`config.mk`:
```
export PLATFORM = sky130hd
export DESIGN_NAME = recursive_mutex_fifo_waiters
export DESIGN_NICKNAME = d
export VERILOG_FILES = /design/src/hw/rtl/rmfw_pkg.sv /design/src/hw/rtl/rmfw_fifo.sv /design/src/hw/rtl/rmfw_front.sv /design/src/hw/rtl/rmfw_back.sv /design/src/hw/rtl/recursive_mutex_fifo_waiters.sv
export SDC_FILE = /design/constraint.sdc
export NUM_CORES = 1
export LEC_CHECK = 0
export BUFFER_PORTS_ARGS = -buffer_cell sky130_fd_sc_hd__buf_2
export CAP_MARGIN = 20
export CORE_MARGIN = 2
export CORE_UTILIZATION = 30
export CTS_CLUSTER_SIZE = 20
export DETAILED_ROUTE_END_ITERATION = 6
export GPL_ROUTABILITY_DRIVEN = 0
export PLACE_DENSITY = 0.53
export SETUP_SLACK_MARGIN = 0.02
export SLEW_MARGIN = 20
export SYNTH_ARGS = -nofsm -noshare
export SYNTH_HDL_FRONTEND = slang
export SYNTH_HIERARCHICAL = 1
export SYNTH_SLANG_ARGS = --single-unit
```
`constraint.sdc`:
```
create_clock -name clk -period 3.2 [get_ports clk]
set_input_delay 0.48 -clock clk [delete_from_list [all_inputs] [get_ports clk]]
set_output_delay 0.48 -clock clk [all_outputs]
set_load 0.005 [all_outputs]
```
`src/hw/rtl/rmfw_pkg.sv`:
```
// Shared types and constants of the recursive mutex with a waiter queue.
`default_nettype none

package rmfw_pkg;

	typedef enum logic {
		CMD_ACQUIRE = 1'b0,
		CMD_RELEASE = 1'b1
	} cmd_t;

	typedef enum logic [2:0] {
		ST_ACQUIRED   = 3'd0,
		ST_NESTED     = 3'd1,
		ST_QUEUED     = 3'd2,
		ST_PARTIAL    = 3'd3,
		ST_RELEASED   = 3'd4,
		ST_NOT_HOLDER = 3'd5,
		ST_QUEUE_FULL = 3'd6,
		ST_OVERFLOW   = 3'd7
	} status_t;

	typedef enum logic {
		BK_WAIT = 1'b0,
		BK_EXEC = 1'b1
	} back_state_t;

	localparam int TID_W = 8;
	localparam int DEPTH_W = 16;
	localparam int MIDQ_DEPTH = 2;
	localparam int RESQ_DEPTH = 2;

	typedef struct packed {
		cmd_t             command;
		logic [TID_W-1:0] thread_id;
	} in_item_t;

	// Request after the front end has reduced the thread id into range.
	typedef struct packed {
		cmd_t             cmd;
		logic [TID_W-1:0] tid;
	} mid_item_t;

	typedef struct packed {
		status_t            status;
		logic               woken_valid;
		logic [TID_W-1:0]   woken_thread;
		logic               owner_valid;
		logic [TID_W-1:0]   owner_thread;
		logic [DEPTH_W-1:0] nesting_depth;
	} res_item_t;

endpackage

`default_nettype wire

```
`src/hw/rtl/rmfw_fifo.sv`:
```
// Small first-in first-out queue of register entries.
`default_nettype none

module rmfw_fifo #(
	parameter int WIDTH = 8,
	parameter int DEPTH = 2
) (
	input  wire logic             clk,
	input  wire logic             arst_n,
	input  wire logic             push,
	output logic                  full,
	input  wire logic [WIDTH-1:0] din,
	input  wire logic             pop,
	output logic                  empty,
	output logic      [WIDTH-1:0] dout
);

	localparam int PW = (DEPTH > 1) ? $clog2(DEPTH) : 1;
	localparam int CW = $clog2(DEPTH + 1);

	logic [WIDTH-1:0] mem_q [DEPTH];
	logic [PW-1:0]    wr_ptr_q;
	logic [PW-1:0]    rd_ptr_q;
	logic [CW-1:0]    count_q;
	logic             do_push;
	logic             do_pop;

	assign full    = (count_q == CW'(DEPTH));
	assign empty   = (count_q == '0);
	assign do_push = push && !full;
	assign do_pop  = pop && !empty;
	assign dout    = mem_q[rd_ptr_q];

	always_ff @(posedge clk) begin
		if (do_push) begin
			mem_q[wr_ptr_q] <= din;
		end
	end

	always_ff @(posedge clk or negedge arst_n) begin
		if (!arst_n) begin
			wr_ptr_q <= '0;
			rd_ptr_q <= '0;
			count_q  <= '0;
		end else begin
			if (do_push) begin
				wr_ptr_q <= (wr_ptr_q == PW'(DEPTH - 1)) ? '0 : wr_ptr_q + 1'b1;
			end
			if (do_pop) begin
				rd_ptr_q <= (rd_ptr_q == PW'(DEPTH - 1)) ? '0 : rd_ptr_q + 1'b1;
			end
			if (do_push && !do_pop) begin
				count_q <= count_q + 1'b1;
			end else if (do_pop && !do_push) begin
				count_q <= count_q - 1'b1;
			end
		end
	end

endmodule

`default_nettype wire

```
`src/hw/rtl/rmfw_front.sv`:
```
// Front end: takes requests, reduces the thread id and queues them for the back end.
`default_nettype none

module rmfw_front #(
	parameter int MAX_THREADS = 256
) (
	input  wire logic                clk,
	input  wire logic                arst_n,
	input  wire logic                push,
	output logic                     full,
	input  wire rmfw_pkg::in_item_t  request,
	input  wire logic                pop,
	output logic                     empty,
	output rmfw_pkg::mid_item_t      item
);

	logic [rmfw_pkg::TID_W-1:0] tid_red;
	rmfw_pkg::mid_item_t        mid_in;

	generate
		if (MAX_THREADS < 256) begin : g_reduce
			// Remainder by multiplying with a rounded-up reciprocal; one
			// compare and subtract covers the rounding error.
			localparam logic [15:0] RECIP = 16'((65536 + MAX_THREADS - 1) / MAX_THREADS);
			localparam logic [7:0]  MODV  = 8'(MAX_THREADS);
			logic [23:0] prod;
			logic [15:0] qm;
			logic [7:0]  rem;

			always_comb begin
				prod    = {16'd0, request.thread_id} * {8'd0, RECIP};
				qm      = {8'd0, prod[23:16]} * {8'd0, MODV};
				rem     = request.thread_id - qm[7:0];
				tid_red = (rem >= MODV) ? rem - MODV : rem;
			end
		end else begin : g_pass
			assign tid_red = request.thread_id;
		end
	endgenerate

	always_comb begin
		mid_in.cmd = request.command;
		mid_in.tid = tid_red;
	end

	rmfw_fifo #(
		.WIDTH($bits(rmfw_pkg::mid_item_t)),
		.DEPTH(rmfw_pkg::MIDQ_DEPTH)
	) u_midq (
		.clk   (clk),
		.arst_n(arst_n),
		.push  (push),
		.full  (full),
		.din   (mid_in),
		.pop   (pop),
		.empty (empty),
		.dout  (item)
	);

endmodule

`default_nettype wire

```
`src/hw/rtl/rmfw_back.sv`:
```
// Back end: lock state, waiter queue memory and waiting map, one request at a time.
`default_nettype none

module rmfw_back #(
	parameter int MAX_THREADS = 256,
	parameter int QUEUE_DEPTH = 16,
	parameter int COUNT_BITS  = 16
) (
	input  wire logic                clk,
	input  wire logic                arst_n,
	input  wire logic                mid_empty,
	input  wire rmfw_pkg::mid_item_t mid_item,
	output logic                     mid_pop,
	input  wire logic                res_full,
	output logic                     res_push,
	output rmfw_pkg::res_item_t      res_item
);

	localparam int MAP_DEPTH = (MAX_THREADS < 256) ? MAX_THREADS : 256;
	localparam int MAP_AW    = $clog2(MAP_DEPTH);
	localparam int QW        = $clog2(QUEUE_DEPTH);
	localparam int FCW       = $clog2(QUEUE_DEPTH + 1);
	localparam int TW        = rmfw_pkg::TID_W;
	localparam logic [COUNT_BITS-1:0] CMAX = '1;

	rmfw_pkg::back_state_t state_q, state_d;

	logic                  held_q;
	logic [TW-1:0]         holder_q;
	logic [COUNT_BITS-1:0] count_q;
	logic [QW-1:0]         head_q;
	logic [QW-1:0]         tail_q;
	logic [FCW-1:0]        fcount_q;
	logic [MAP_DEPTH-1:0]  waiting_q;
	logic [TW-1:0]         waiter_mem [QUEUE_DEPTH];

	rmfw_pkg::cmd_t        cmd_q;
	logic [TW-1:0]         tid_q;
	logic                  map_rd_q;
	logic [TW-1:0]         head_rd_q;

	logic                  held_d;
	logic [TW-1:0]         holder_d;
	logic [COUNT_BITS-1:0] count_d;
	logic                  enq;
	logic                  deq;
	rmfw_pkg::status_t     status_d;
	logic                  is_holder;

	always_comb begin
		state_d = state_q;
		case (state_q)
			rmfw_pkg::BK_WAIT: if (!mid_empty) state_d = rmfw_pkg::BK_EXEC;
			rmfw_pkg::BK_EXEC: if (!res_full) state_d = rmfw_pkg::BK_WAIT;
			default:           state_d = rmfw_pkg::BK_WAIT;
		endcase
	end

	always_comb begin
		mid_pop  = 1'b0;
		res_push = 1'b0;
		case (state_q)
			rmfw_pkg::BK_WAIT: mid_pop = !mid_empty;
			rmfw_pkg::BK_EXEC: res_push = !res_full;
			default: begin
				mid_pop  = 1'b0;
				res_push = 1'b0;
			end
		endcase
	end

	always_comb begin
		held_d    = held_q;
		holder_d  = holder_q;
		count_d   = count_q;
		enq       = 1'b0;
		deq       = 1'b0;
		status_d  = rmfw_pkg::ST_NOT_HOLDER;
		is_holder = held_q && (holder_q == tid_q);
		if (cmd_q == rmfw_pkg::CMD_ACQUIRE) begin
			if (is_holder) begin
				if (count_q == CMAX) begin
					status_d = rmfw_pkg::ST_OVERFLOW;
				end else begin
					count_d  = count_q + 1'b1;
					status_d = rmfw_pkg::ST_NESTED;
				end
			end else if (!held_q) begin
				held_d   = 1'b1;
				holder_d = tid_q;
				count_d  = COUNT_BITS'(1);
				status_d = rmfw_pkg::ST_ACQUIRED;
			end else if (map_rd_q) begin
				status_d = rmfw_pkg::ST_QUEUED;
			end else if (fcount_q == FCW'(QUEUE_DEPTH)) begin
				status_d = rmfw_pkg::ST_QUEUE_FULL;
			end else begin
				enq      = 1'b1;
				status_d = rmfw_pkg::ST_QUEUED;
			end
		end else begin
			if (!is_holder) begin
				status_d = rmfw_pkg::ST_NOT_HOLDER;
			end else if (count_q > COUNT_BITS'(1)) begin
				count_d  = count_q - 1'b1;
				status_d = rmfw_pkg::ST_PARTIAL;
			end else if (fcount_q != '0) begin
				// Hand the lock straight to the oldest waiter.
				deq      = 1'b1;
				holder_d = head_rd_q;
				count_d  = COUNT_BITS'(1);
				status_d = rmfw_pkg::ST_RELEASED;
			end else begin
				held_d   = 1'b0;
				holder_d = '0;
				count_d  = '0;
				status_d = rmfw_pkg::ST_RELEASED;
			end
		end
	end

	always_comb begin
		res_item.status        = status_d;
		res_item.woken_valid   = deq;
		res_item.woken_thread  = deq ? head_rd_q : '0;
		res_item.owner_valid   = held_d;
		res_item.owner_thread  = held_d ? holder_d : '0;
		res_item.nesting_depth = held_d ? rmfw_pkg::DEPTH_W'(count_d) : '0;
	end

	// Request capture and registered reads of the map and the queue head.
	always_ff @(posedge clk) begin
		if (mid_pop) begin
			cmd_q     <= mid_item.cmd;
			tid_q     <= mid_item.tid;
			map_rd_q  <= waiting_q[mid_item.tid[MAP_AW-1:0]];
			head_rd_q <= waiter_mem[head_q];
		end
		if (res_push && enq) begin
			waiter_mem[tail_q] <= tid_q;
		end
	end

	always_ff @(posedge clk or negedge arst_n) begin
		if (!arst_n) begin
			state_q   <= rmfw_pkg::BK_WAIT;
			held_q    <= 1'b0;
			holder_q  <= '0;
			count_q   <= '0;
			head_q    <= '0;
			tail_q    <= '0;
			fcount_q  <= '0;
			waiting_q <= '0;
		end else begin
			state_q <= state_d;
			if (res_push) begin
				held_q   <= held_d;
				holder_q <= holder_d;
				count_q  <= count_d;
				if (enq) begin
					tail_q   <= (tail_q == QW'(QUEUE_DEPTH - 1)) ? '0 : tail_q + 1'b1;
					fcount_q <= fcount_q + 1'b1;
					waiting_q[tid_q[MAP_AW-1:0]] <= 1'b1;
				end
				if (deq) begin
					head_q   <= (head_q == QW'(QUEUE_DEPTH - 1)) ? '0 : head_q + 1'b1;
					fcount_q <= fcount_q - 1'b1;
					waiting_q[head_rd_q[MAP_AW-1:0]] <= 1'b0;
				end
			end
		end
	end

endmodule

`default_nettype wire

```
`src/hw/rtl/recursive_mutex_fifo_waiters.sv`:
```
// Recursive mutex with a first-in first-out queue of waiting threads.
//
// Requests enter on the push/full side as a request struct (acquire or
// release by a thread id); every request gives exactly one result on the
// empty/pop side, in request order. A result reports the status, the waiter
// that was handed the lock on a final release, and the owner and nesting
// depth after the request.
// A request passes a two-entry front queue, then the back end handles it in two
// steps: it captures the request and reads the waiting map and the queue head,
// then it updates the lock state and writes the result, waiting there while the
// result queue is full. The back end takes no new request before it has written
// the result of the last one.
// When the receiver stalls, results collect in a two-entry result queue,
// then the back end holds its current request and the front queue fills
// until full is raised. Reset frees the lock, empties both queues and the
// waiter queue and clears the waiting map at once; no clearing pass is needed.
`default_nettype none

module recursive_mutex_fifo_waiters #(
	parameter int MAX_THREADS = 256,
	parameter int QUEUE_DEPTH = 16,
	parameter int COUNT_BITS  = 16
) (
	input  wire logic               clk,
	input  wire logic               arst_n,
	input  wire logic               push,
	output logic                    full,
	input  wire rmfw_pkg::in_item_t request,
	output logic                    empty,
	input  wire logic               pop,
	output rmfw_pkg::res_item_t     result
);

	rmfw_pkg::mid_item_t mid_item;
	rmfw_pkg::res_item_t res_item;
	logic                mid_empty;
	logic                mid_pop;
	logic                res_full;
	logic                res_push;

	rmfw_front #(
		.MAX_THREADS(MAX_THREADS)
	) u_front (
		.clk    (clk),
		.arst_n (arst_n),
		.push   (push),
		.full   (full),
		.request(request),
		.pop    (mid_pop),
		.empty  (mid_empty),
		.item   (mid_item)
	);

	rmfw_back #(
		.MAX_THREADS(MAX_THREADS),
		.QUEUE_DEPTH(QUEUE_DEPTH),
		.COUNT_BITS (COUNT_BITS)
	) u_back (
		.clk      (clk),
		.arst_n   (arst_n),
		.mid_empty(mid_empty),
		.mid_item (mid_item),
		.mid_pop  (mid_pop),
		.res_full (res_full),
		.res_push (res_push),
		.res_item (res_item)
	);

	rmfw_fifo #(
		.WIDTH($bits(rmfw_pkg::res_item_t)),
		.DEPTH(rmfw_pkg::RESQ_DEPTH)
	) u_resq (
		.clk   (clk),
		.arst_n(arst_n),
		.push  (res_push),
		.full  (res_full),
		.din   (res_item),
		.pop   (pop),
		.empty (empty),
		.dout  (result)
	);

endmodule

`default_nettype wire
```
# ---- After elaboration in Yosys (flattened, before gate mapping)
# Memories as Yosys holds them, arrays and structs flattened. A register that Yosys moved wholly into a read port is not among the register bits.
# Index checks and enable logic that the tools add are counted.
dict set report word_totals {
  regBits 313
  mem_bits_rw 220
  elab_cells 150
  memories 3
}
dict set report classes {
  n_addsub 14
  order_cmp 6
  eq_ne 7
  muxes 70
  n_bitwise 4
  n_reduce_logical 29
}
# memory words width read_ports rd_clocked_by_memory_dff wr line
set memory_table {}
lappend memory_table {u_back.waiter_mem 16 8 1 1 1 rmfw_back.sv:35} ;# logic [TW-1:0] waiter_mem [QUEUE_DEPTH];
lappend memory_table {u_resq.mem_q 2 37 1 0 1 rmfw_fifo.sv:21} ;# logic [WIDTH-1:0] mem_q [DEPTH];
lappend memory_table {u_front.u_midq.mem_q 2 9 1 0 1 rmfw_fifo.sv:21}
# cell n
set op_table {}
lappend op_table {{256-bit 2-to-1 mux} 3}
lappend op_table {{256-bit AND} 1}
lappend op_table {{256-bit inverter} 1}
lappend op_table {{256-bit bitwise OR} 1}
lappend op_table {{16-bit 2-to-1 mux} 7}
lappend op_table {{8-bit 2-to-1 mux} 8}
lappend op_table {{1-bit 2-to-1 mux} 32}
lappend op_table {{8-bit by 9-bit less-than comparator with 1-bit output (second input constant)} 3}
lappend op_table {{3-bit 2-to-1 mux} 8}
lappend op_table {{16-bit by 1-bit adder with 16-bit output (second input constant)} 1}
lappend op_table {{1-bit demux with 8-bit select} 2}
lappend op_table {{16-bit == test (second input constant)} 1}
lappend op_table {{8-bit by 1-bit >= comparator with 1-bit output (second input constant)} 2}
lappend op_table {{16-bit by 1-bit > comparator with 1-bit output (second input constant)} 1}
lappend op_table {{16-bit by 1-bit subtractor with 16-bit output (second input constant)} 1}
lappend op_table {{1-bit logical AND} 12}
lappend op_table {{5-bit 2-to-1 mux} 2}
lappend op_table {{4-bit by 1-bit adder with 4-bit output (second input constant)} 2}
lappend op_table {{1-bit binary-select mux with 8-bit select} 1}
lappend op_table {{4-bit == test (second input constant)} 2}
lappend op_table {{8-bit == test} 1}
lappend op_table {{1-bit logical NOT} 8}
lappend op_table {{2-bit 2-to-1 mux} 4}
lappend op_table {{4-bit 2-to-1 mux} 2}
lappend op_table {{other kinds (13)} 24}

# ---- Depth between registers and ports, before layout
# Gate-level depths: netlist (run 1).
dict set report logic_depth {
  ltp_word 10
  ltp_mapped 14
}

# ---- Hierarchy
# Netlist (run 1), hierarchy kept.
# module instances cells_per_inst area_each_um2 seq_area_each_um2
set by_module_without_submodules {}
lappend by_module_without_submodules {rmfw_back 1 1897 20937.6 11766.3}
lappend by_module_without_submodules {{rmfw_fifo (u_resq)} 1 134 2949.1 2322.2}
lappend by_module_without_submodules {{rmfw_fifo (u_front.u_midq)} 1 47 845.8 640.6}

# ---- Worst setup path before layout (run 1)
# Ideal clock, no wire load.
dict set report synth_timing {
  path_kind {flip-flop to flip-flop}
  startpoint {reg u_resq.count_q[0]}
  endpoint {mem u_resq/mem_q[0][0] (netlist bit), enable pin}
  t_arrival_ns 3.022
  setup_slack_ns -0.253
  path_stages_with_launch 8
  period_less_slack_ns 3.453
  path_cell_list {dfrtp_1 nand2b_1 inv_1 nand2b_1 inv_1 clkbuf_1 nand2_1 nor2_1}
}
dict set report synth_via {
  elab_chain_cells 6
}
# item line
set synth_rtl {}
lappend synth_rtl {{from (decl)} rmfw_fifo.sv:24} ;# logic [CW-1:0] count_q;
lappend synth_rtl {{from (signal assigned)} rmfw_fifo.sv:53} ;# count_q <= count_q + 1'b1;
lappend synth_rtl {{from (signal assigned)} rmfw_fifo.sv:55} ;# count_q <= count_q - 1'b1;
lappend synth_rtl {{2-bit == test} rmfw_fifo.sv:28} ;# assign full = (count_q == CW'(DEPTH));
lappend synth_rtl {{via res_full} recursive_mutex_fifo_waiters.sv:38} ;# logic res_full;
lappend synth_rtl {{1-bit logical NOT} rmfw_back.sv:64} ;# rmfw_pkg::BK_EXEC: res_push = !res_full;
lappend synth_rtl {{1-bit 2-to-1 mux} rmfw_back.sv:62} ;# case (state_q)
lappend synth_rtl {{via res_push} recursive_mutex_fifo_waiters.sv:39} ;# logic res_push;
lappend synth_rtl {{1-bit logical AND} rmfw_fifo.sv:30} ;# assign do_push = push && !full;
lappend synth_rtl {{1-bit 2-to-1 mux} rmfw_fifo.sv:35} ;# if (do_push) begin
lappend synth_rtl {{1-bit 2-to-1 mux (implied by the code)} rmfw_fifo.sv:36} ;# mem_q[wr_ptr_q] <= din;
lappend synth_rtl {{to (decl)} rmfw_fifo.sv:21}
# The timed path passes the listed nets, and every way through them passes these cells.

==> reports/results.txt, run 1 <==
outcome = completed
CTS Buf Count = 57
DPL Wire Length = 50.92 mm
worst r2r src = u_front/u_midq/rd_ptr_q
Overall Global Routing Usage = 17.46%
max-cap viol count = 0
Vias = 18223
switching share of power = 35.33%
Worst Hold End = u_front/u_midq/mem_q[0][6]
Core Area = 0.08185 mm²
Die X = 291.1 µm
Hold Slack = 0.05403 ns
Worst Hold Class = primary input to flop
Yosys reg bits = 541
worst r2r dst = u_back/map_rd_q
Layout area overhead = 16.81%
DIE AREA = 0.08475 mm²
FP Rows = 105
WS Path Type = flop to flop
final worst path period share = 92.56%
WP data arrival = 3.31 ns
Final Hold Fails = 0
number of global-route vias before repair = 18203
ys flop type = dfrtp_1
peak fanout along the critical path = 11
critical hold path startpoint = request[6]
Final Max Slew Viols = 0
Final min period = 2.962 ns
Non-Filler Instances = 3301
Rel. slew slack = 36.68%
top cell type's share of synthesized area = 30.66%
grt ovf = 0
chip height = 291.1 µm
synthesized area per cell = 11.90 µm²
1st-pass router iterations = 6
Place WS = 0.1447 ns
asr flop ratio synth = 56.01%
Clock power frac = 28.3%
IO buf count = 51
maximum clock path buffer count = 3
number of synthesized flops with an enable pin = 238
initial core utilization = 30.22%
DR WL/cell = 22.90 µm
CTS H-Tree Depth = 2
final setup violation count = 0
final setup TNS = 0 ns
Internal = 15.75 mW
Post-DRT Antenna Nets = 0
Root Driver = clkbuf_16
skew final = 0.03197 ns
Pwr Total = 24.35 mW
share of the yosys chip area belonging to registers = 59.55%
TritonCTS clock tree = yes
Post-Syn Instances = 2078
Final Net Count = 2210
post-DR vias/cell = 5.520
largest net degree at the start of global routing = 73
cell depth of the worst hold path = 1
RSZ-0062 raised after global routing = no
Routed WL = 75.61 mm
slew at the pin with the worst max-slew slack = 0.9479 ns
power per cell area = 843.0 mW/mm²
Fillers = 7963
Yosys cell types = 71
f_max = 337.6 MHz
Inst Count DP = 3178
Sw Pwr = 8.606 mW
share of layout cells above drive strength 1 = 19.73%
Comb pwr share = 32.1%
Ports = 52
Seq pwr share = 39.6%
clk slew on worst S/H paths = 0.06 ns
Post-Synthesis Cell Area = 0.02473 mm²
startpoint types = flop
VDD IR max = 469.8 µV
Reg2Reg Depth = 10
clock latency on the worst-skew pair = 0.62 ns
Clock Sinks = 541
First DRT Iteration DRCs = 1928
first-pass GRT wire length = 114.3 mm
antenna violations before repair = 2
Crit. End Element = flop
Yosys Warn Count = 6
Remaining DRCs = 0
reg2reg setup slack = 0.24 ns
syn nets = 2106
Leak Pwr = 11.56 nW
PnR worst setup slack = 0.2381 ns
top post-synthesis cells by area = dfrtp_1 (31%), edfxtp_1 (29%), a21oi_1 (11%)
WP data required = 3.55 ns
top cell type by total area after synthesis = dfrtp_1
-- metal layers --
metal  track usage [%]  wire length, µm  up-vias
met5                 0               10        -
met4             6.268             2741        2
met3             2.741             4992      156
met2             28.69            35940      800
met1             23.35            31920     9262
li1                  -                -     8003
-- layout by cell type, fill, tap and decap left out, types with 16 or more instances in the layout --
cell type / n
o22ai_1: 36
a21oi_1: 561
mux4_2: 41
o21ai_0: 47
a221oi_1: 16
mux2_2: 38
nor3_1: 38
dfrtp_1: 301
and3_1: 20
nor2_1: 81
edfxtp_1: 238
nand3_1: 18
mux2_4: 22
clkbuf_16: 59
buf_4: 130
mux2i_1: 110
nand2_1: 78
a22oi_1: 22
inv_1: 20
nand2b_1: 22
buf_2: 51
nor3_2: 24
and2_1: 33
-- power by group through the flow --
stage / combinational, mW / clock (mW) / sequential [mW]
floorplan: 4.83 / 0 / 9.48
global placement: 7.56 / 0 / 9.71
detailed placement: 7.67 / 0 / 9.76
CTS: 7.70 / 7.06 / 9.63
global route: 8.42 / 7.34 / 9.77
finish: 7.83 / 6.89 / 9.64
-- synth_stat cells (all sizes together), types with 3 or more instances --
library cell and n:
ha 14, nor2b 5, a21oi 561, mux2 64, nand2 81, nand2b 22, a311oi 3, xnor2 12
mux4 41, a31oi 8, and2 35, o22ai 36, a211oi 8, xor2 15, or2 8, mux2i 110
inv 20, edfxtp 238, a22oi 22, nand3 19, o21bai 3, nor2 88, dfrtp 303, and3 21
buf 55, clkbuf 91, nor3 65, nor4 18, o21ai 50, nand4 6, a22o 3, a221oi 16
or3 4, nor3b 3, a21o 3
-- state kept, by name (all words and copies together) (netlist names), 8 cells and up --
name,cells
u_back/count_q,16
u_back/waiter_mem,128
u_back/holder_q,8
u_back/tid_q,8
u_back/waiting_q,256
u_resq/mem_q,74
u_back/head_rd_q,8
u_front/u_midq/mem_q,18
-- cells by family after synthesis --
group,Yosys count,share of synthesized area [%]
compound gates,732,16.03
flops,541,59.55
simple gates,380,8.403
mux,215,11.40
buf+inv,168,2.868
xor+xnor,27,0.9562
fa+ha+maj,15,0.7892
-- repair_timing --
| item | in CTS | in global routing |
|---|---|---|
| gates resized for setup | 0 | 3 |
| setup buffers | 0 | 13 |
| endpoints found under the setup margin | 0 | 4 |
| hold buffers | 1 | 0 |
| endpoints found under the hold margin | 60 | 0 |
-- layout make-up --
class | instances | area (µm²) | area share, %
antenna | 1 | 2.502 | 0.008662
clock buffer | 74 | 1563 | 5.409
clock inverter | 33 | 385.4 | 1.334
inverter | 22 | 82.58 | 0.2858
multi-input combinational | 1369 | 9369 | 32.43
sequential | 541 | 14730 | 50.99
tap | 1070 | 1339 | 4.634
timing repair buffer | 191 | 1416 | 4.903
-- worst max-delay path: stages, from the launching register on --
cell      delay, ns
dfrtp_1        0.45
mux2_4         0.38
buf_4          0.20
mux4_2         0.49
mux2i_1        0.30
a21oi_1        0.12
nand3_1        0.10
a21boi_0       0.13
nor4_1         0.31
buf_4          0.17
a41oi_1        0.04
-- per-stage QoR --
stage | util [%] | instance area, µm²
finish | 35.30 | 28890
global route | 35.29 | 28890
CTS | 35.14 | 28760
detailed placement | 32.75 | 26800
global placement | 32.75 | 26800
floorplan | - | 24740
-- worst max path at each step --
stage / from / endpoint / slack [ns] / cells after the start
after floorplan: u_back/tid_q[3] / u_back/fcount_q[4] / 0.06 / 14
after global placement: u_front/u_midq/rd_ptr_q / u_back/map_rd_q / 0.16 / 10
after detailed placement: u_back/count_q[0] / u_resq/mem_q[0][3] / 0.14 / 8
after CTS: u_back/count_q[0] / u_resq/mem_q[1][3] / 0.13 / 8
after global routing: u_front/u_midq/rd_ptr_q / u_back/map_rd_q / 0.06 / 11
final: u_front/u_midq/rd_ptr_q / u_back/map_rd_q / 0.24 / 10
(Power assumes the default switching activity.)
==> run 2, diff against run 1 <==
--- a/config.mk
+++ b/config.mk
@@ -12,6 +12,7 @@
 export CTS_CLUSTER_SIZE = 20
 export DETAILED_ROUTE_END_ITERATION = 6
 export GPL_ROUTABILITY_DRIVEN = 0
+export MAX_ROUTING_LAYER = met4
 export PLACE_DENSITY = 0.53
 export SETUP_SLACK_MARGIN = 0.02
 export SLEW_MARGIN = 20
==> constraint.sdc (replaced) <==
create_clock -name clk -period 3.2 [get_ports clk]
set_input_delay 0.16 -clock clk [delete_from_list [all_inputs] [get_ports clk]]
set_output_delay 0.16 -clock clk [all_outputs]
set_load 0.005 [all_outputs]
==> reports/results.txt, run 2 (same netlist as run 1, synthesis figures left out) <==
outcome = finished with violations
failing checks = DRC
slew at the pin with the worst max-slew slack = 1.085 ns
busiest grt layer = met2
Vias = 18169
Placed Instance Area = 0.02678 mm²
antenna violations before repair = 1
1st-pass router iterations = 7
f_max = 322.1 MHz
max reg flops = 256
grt ovf = 0
Core Area = 0.08185 mm²
DPL Wire Length = 51.52 mm
commonest non-fill, non-tap cell in the layout = a21oi_1
FP Rows = 105
Place WS = 0.03911 ns
Worst Hold Class = primary input to async pin
first-pass GRT wire length = 113.9 mm
peak fanout along the critical path = 11
power per cell area = 834.0 mW/mm²
Final Hold Fails = 0
largest net degree at the start of global routing = 86
Layout area overhead = 16.50%
Routed WL = 75.18 mm
Remaining DRCs = 6
Top Registers = u_back/waiting_q x256, u_back/waiter_mem x128, u_resq/mem_q x74
most frequent cells in the layout = a21oi_1 (561), dfrtp_1 (301), edfxtp_1 (238), buf_4 (121), mux2i_1 (110)
VDD IR max = 415.6 µV
met1 Use GR = 23.15%
WP data arrival = 3.46 ns
IO buf count = 51
Inst Count DP = 3178
Ports = 52
final setup violation count = 0
clock latency on the worst-skew pair = 0.62 ns
Post-Layout Inst Area = 0.02881 mm²
WS Path Type = flop to flop
skew final = 0.04012 ns
Post-DRT Antenna Nets = 0
Non-Filler Instances = 3298
DIE AREA = 0.08475 mm²
met2 Usage GRT = 28.44%
Final Max Slew Viols = 0
chip height = 291.1 µm
CTS Buf Count = 56
PnR worst setup slack = 0.09538 ns
final worst path period share = 97.02%
Root Driver = clkbuf_16
Reg area = 0.01473 mm²
slowest CP cell = mux4_2
Antenna diodes = 0
Crit. End Element = flop
CP Launch Point = u_front/u_midq/rd_ptr_q
reg2reg setup slack = 0.1 ns
clk slew on worst S/H paths = 0.07 ns
worst r2r dst = u_back/map_rd_q
Fillers = 7959
DR WL/cell = 22.79 µm
WP depth = 7
Overall Global Routing Usage = 17.89%
Reg with most FFs = u_back/waiting_q
Final min period = 3.105 ns
GRT met3 Usage = 2.848%
Final Net Count = 2209
number of global-route vias before repair = 18191
Worst path top cell family by delay = compound AO/OA/AOI/OAI gates
TritonCTS clock tree = yes
Rel. slew slack = 27.11%
RSZ-0062 raised after global routing = yes
CP max stage delay = 0.57 ns
WP data required = 3.56 ns
Clock Sinks = 541
max-cap viol count = 0
Die X = 291.1 µm
CTS H-Tree Depth = 2
startpoint types = flop
initial core utilization = 30.22%
First DRT Iteration DRCs = 1834
Leak Pwr = 11.49 nW
Hold Slack = 0.06840 ns
post-DR vias/cell = 5.509
Critical path buffers and inverters = 1
Reg2Reg Depth = 7
maximum clock path buffer count = 3
crit path cell chain = mux2_4, buf_4, mux4_2, o21ai_0, a211oi_1, a32oi_1, a41oi_1
multi-input logic area = 0.009376 mm²
worst r2r src = u_front/u_midq/rd_ptr_q
share of layout cells above drive strength 1 = 19.30%
## run 2: stage by stage
step	util, %	setup TNS, ns	power (mW)
after CTS	35.15	0	24.12
after global placement	32.72	-0.06362	17.28
after floorplan	-	0	14.31
after detailed placement	32.72	0	17.46
after global routing	35.20	0	25.17
final	35.20	0	24.03
## run 2: how the worst max path moves through the flow
| stage | to | slack (ns) |
|---|---|---|
| final | u_back/map_rd_q | 0.1 |
| after global routing | u_back/map_rd_q | 0.00009 |
| after CTS | u_back/map_rd_q | 0.05 |
| after detailed placement | u_back/map_rd_q | 0.04 |
| after global placement | u_back/map_rd_q | -0.06 |
| after floorplan | u_back/fcount_q[4] | 0.06 |
## run 2: cell type report
type,instances,area share (%)
timing repair buffer,191,4.924
tap,1070,4.646
clock buffer,79,5.584
inverter,22,0.2866
multi-input combinational,1369,32.54
sequential,541,51.13
clock inverter,26,0.8902
## run 2: where the power goes
part           internal, mW  switching, mW
clock                  3.83           2.76
combinational          2.78           4.98
sequential             8.83          0.851
## run 2: worst reg2reg max path: stages (launching register included)
cell and delay [ns]:
dfrtp_1 0.45, mux2_4 0.35, buf_4 0.28, mux4_2 0.58, o21ai_0 0.48, a211oi_1 0.21
a32oi_1 0.33, a41oi_1 0.16
## run 2: routing by layer
| layer | up-vias | wire length [µm] |
|---|---|---|
| met5 | - | 0 |
| met4 | 0 | 2552 |
| met3 | 159 | 5219 |
| met2 | 798 | 35880 |
| met1 | 9225 | 31520 |
| li1 | 7987 | - |
## run 2: repair_timing
action | 4_1_cts | 5_1_grt
endpoints found under the hold margin | 163 | 0
pin swaps | 0 | 1
setup buffers | 0 | 2
resized for setup | 1 | 4
endpoints found under the setup margin | 1 | 181
hold buffers | 12 | 0
==> run 3, diff against run 2 <==
--- a/config.mk
+++ b/config.mk
@@ -8,12 +8,12 @@
 export BUFFER_PORTS_ARGS = -buffer_cell sky130_fd_sc_hd__buf_2
 export CAP_MARGIN = 20
 export CORE_MARGIN = 2
-export CORE_UTILIZATION = 30
+export CORE_UTILIZATION = 40
 export CTS_CLUSTER_SIZE = 20
 export DETAILED_ROUTE_END_ITERATION = 6
 export GPL_ROUTABILITY_DRIVEN = 0
 export MAX_ROUTING_LAYER = met4
-export PLACE_DENSITY = 0.53
+export PLACE_DENSITY = 0.62
 export SETUP_SLACK_MARGIN = 0.02
 export SLEW_MARGIN = 20
 export SYNTH_ARGS = -nofsm -noshare
==> constraint.sdc (replaced) <==
create_clock -name clk -period 3.42 [get_ports clk]
set_input_delay 0.171 -clock clk [delete_from_list [all_inputs] [get_ports clk]]
set_output_delay 0.171 -clock clk [all_outputs]
set_load 0.005 [all_outputs]
==> reports/results.txt, run 3 (same netlist as run 1, synthesis figures left out) <==
clock latency on the worst-skew pair = 0.62 ns
Core Area = 0.06137 mm²
Layout area overhead = 15.03%
Clock power frac = 28.1%
WS Path Type = flop to flop
number of global-route vias before repair = 18127
Die X = 252.7 µm
WP data required = 3.86 ns
outcome = completed
Crit. End Element = flop
max-cap viol count = 0
Worst Hold Class = primary input to async pin
Hold Slack = 0.04861 ns
Pwr Total = 22.63 mW
f_max = 301.9 MHz
clk slew on worst S/H paths = 0.06 ns
post-DR vias/cell = 6.129
Reg with most FFs = u_back/waiting_q
1st-pass router iterations = 6
Ports = 52
Routed WL = 74.98 mm
Seq pwr share = 40.3%
maximum clock path buffer count = 3
First DRT Iteration DRCs = 2314
DIE AREA = 0.06384 mm²
worst r2r src = u_front/u_midq/rd_ptr_q
reg2reg setup slack = 0.11 ns
commonest non-fill, non-tap cell in the layout = a21oi_1
first-pass GRT wire length = 112.4 mm
Internal = 14.60 mW
FP Rows = 91
Overall Global Routing Usage = 24.03%
Top Registers = u_back/waiting_q x256, u_back/waiter_mem x128, u_resq/mem_q x74
startpoint types = flop
WP data arrival = 3.76 ns
final core area utilization = 46.36%
peak fanout along the critical path = 10
Comb pwr share = 31.6%
switching share of power = 35.49%
Final Net Count = 2197
RSZ-0062 raised after global routing = no
Final min period = 3.312 ns
CTS H-Tree Depth = 2
Antenna diodes = 0
most frequent cells in the layout = a21oi_1 (561), dfrtp_1 (300), edfxtp_1 (238), buf_4 (113), mux2i_1 (110)
Clock Sinks = 541
Root Driver = clkbuf_16
power per cell area = 795.5 mW/mm²
TritonCTS clock tree = yes
Vias = 18418
skew final = 0.01893 ns
grt ovf = 0
CP Launch Point = u_front/u_midq/rd_ptr_q
Sw Pwr = 8.033 mW
initial core utilization = 40.30%
chip height = 252.7 µm
DPL Wire Length = 47.60 mm
largest net degree at the start of global routing = 124
share of layout cells above drive strength 1 = 18.83%
final setup violation count = 0
Rel. slew slack = 24.21%
IO buf count = 51
Post-DRT Antenna Nets = 0
CTS Buf Count = 55
DR WL/cell = 24.95 µm
Final Max Slew Viols = 0
Remaining DRCs = 0
Fillers = 5336
slew at the pin with the worst max-slew slack = 1.133 ns
Inst Count DP = 2887
Final Hold Fails = 0
max reg flops = 256
Non-Filler Instances = 3005
Leak Pwr = 11.49 nW
VDD IR max = 411.4 µV
antenna violations before repair = 0
final worst path period share = 96.84%
run 3: cell types whose count changed in the layout (fill, tap and decap cells not counted), sizes merged:
cell	change
bufinv	+4
clkinvlp	-4
inv	-1
clkinv	+4
buf	-11
clkbuf	-5
run 3: per-layer routing:
layer,vias to the layer above,GRT usage [%],share of wire (%)
li1,7956,-,-
met1,9197,31.35,41
met2,1004,35.35,45
met3,261,5.376,9.6
met4,0,12.09,5.2
met5,-,-,0
run 3: worst paths after layout:
| check | to | cells past startpoint |
|---|---|---|
| worst max-delay path | u_back/map_rd_q | 8 |
| worst min-delay path | u_back/count_q[8] | 2 |
| worst max register to register | u_back/map_rd_q | 8 |
| worst min register to register | u_back/fcount_q[4] | 1 |
| max in group asynchronous | u_back/waiting_q[232] | 4 |
| min in group clk | u_front/u_midq/mem_q[1][6] | 2 |
run 3: worst max-delay path, cell delays in order, from the launching register on:
cell and delay [ns]:
dfrtp_2 0.52, mux2_1 0.54, buf_4 0.32, nand3_1 0.44, o22ai_1 0.30, nor3_1 0.10, a2111oi_1 0.60, nor4_1 0.11
a41oi_1 0.19
run 3: timing repair:
item,4_1_cts,5_1_grt
pin swaps,0,0
hold buffers,12,0
resized for setup,1,3
endpoints found under the setup margin,1,1
endpoints found under the hold margin,134,0
setup buffers,0,2
run 3: power by group through the flow:
stage	logic [mW]	clock network [mW]	registers, mW
after floorplan	4.52	0	8.87
after global placement	6.84	0	9.16
after detailed placement	6.97	0	9.22
after CTS	7.00	6.47	9.10
after global routing	7.60	6.72	9.24
final	7.15	6.36	9.11
run 3: layout make-up:
class | count | area, µm² | share of cell area (%)
Clock buffer | 74 | 1569 | 5.515
Clock inverter | 29 | 365.4 | 1.284
Inverter | 22 | 82.58 | 0.2903
Multi-Input combinational cell | 1369 | 9390 | 33.01
Sequential cell | 541 | 14730 | 51.79
Tap cell | 790 | 988.4 | 3.474
Timing Repair Buffer | 180 | 1321 | 4.644
run 3: per-stage QoR:
step / area [µm²] / TNS [ns] / setup WS [ns]
finish: 28450 / 0 / 0.1079
global route: 28450 / 0 / 0.02938
CTS: 28380 / 0 / 0.05044
detailed placement: 26330 / -0.03181 / -0.03181
global placement: 26330 / 0 / 0.06092
floorplan: 24740 / 0 / 0.2751
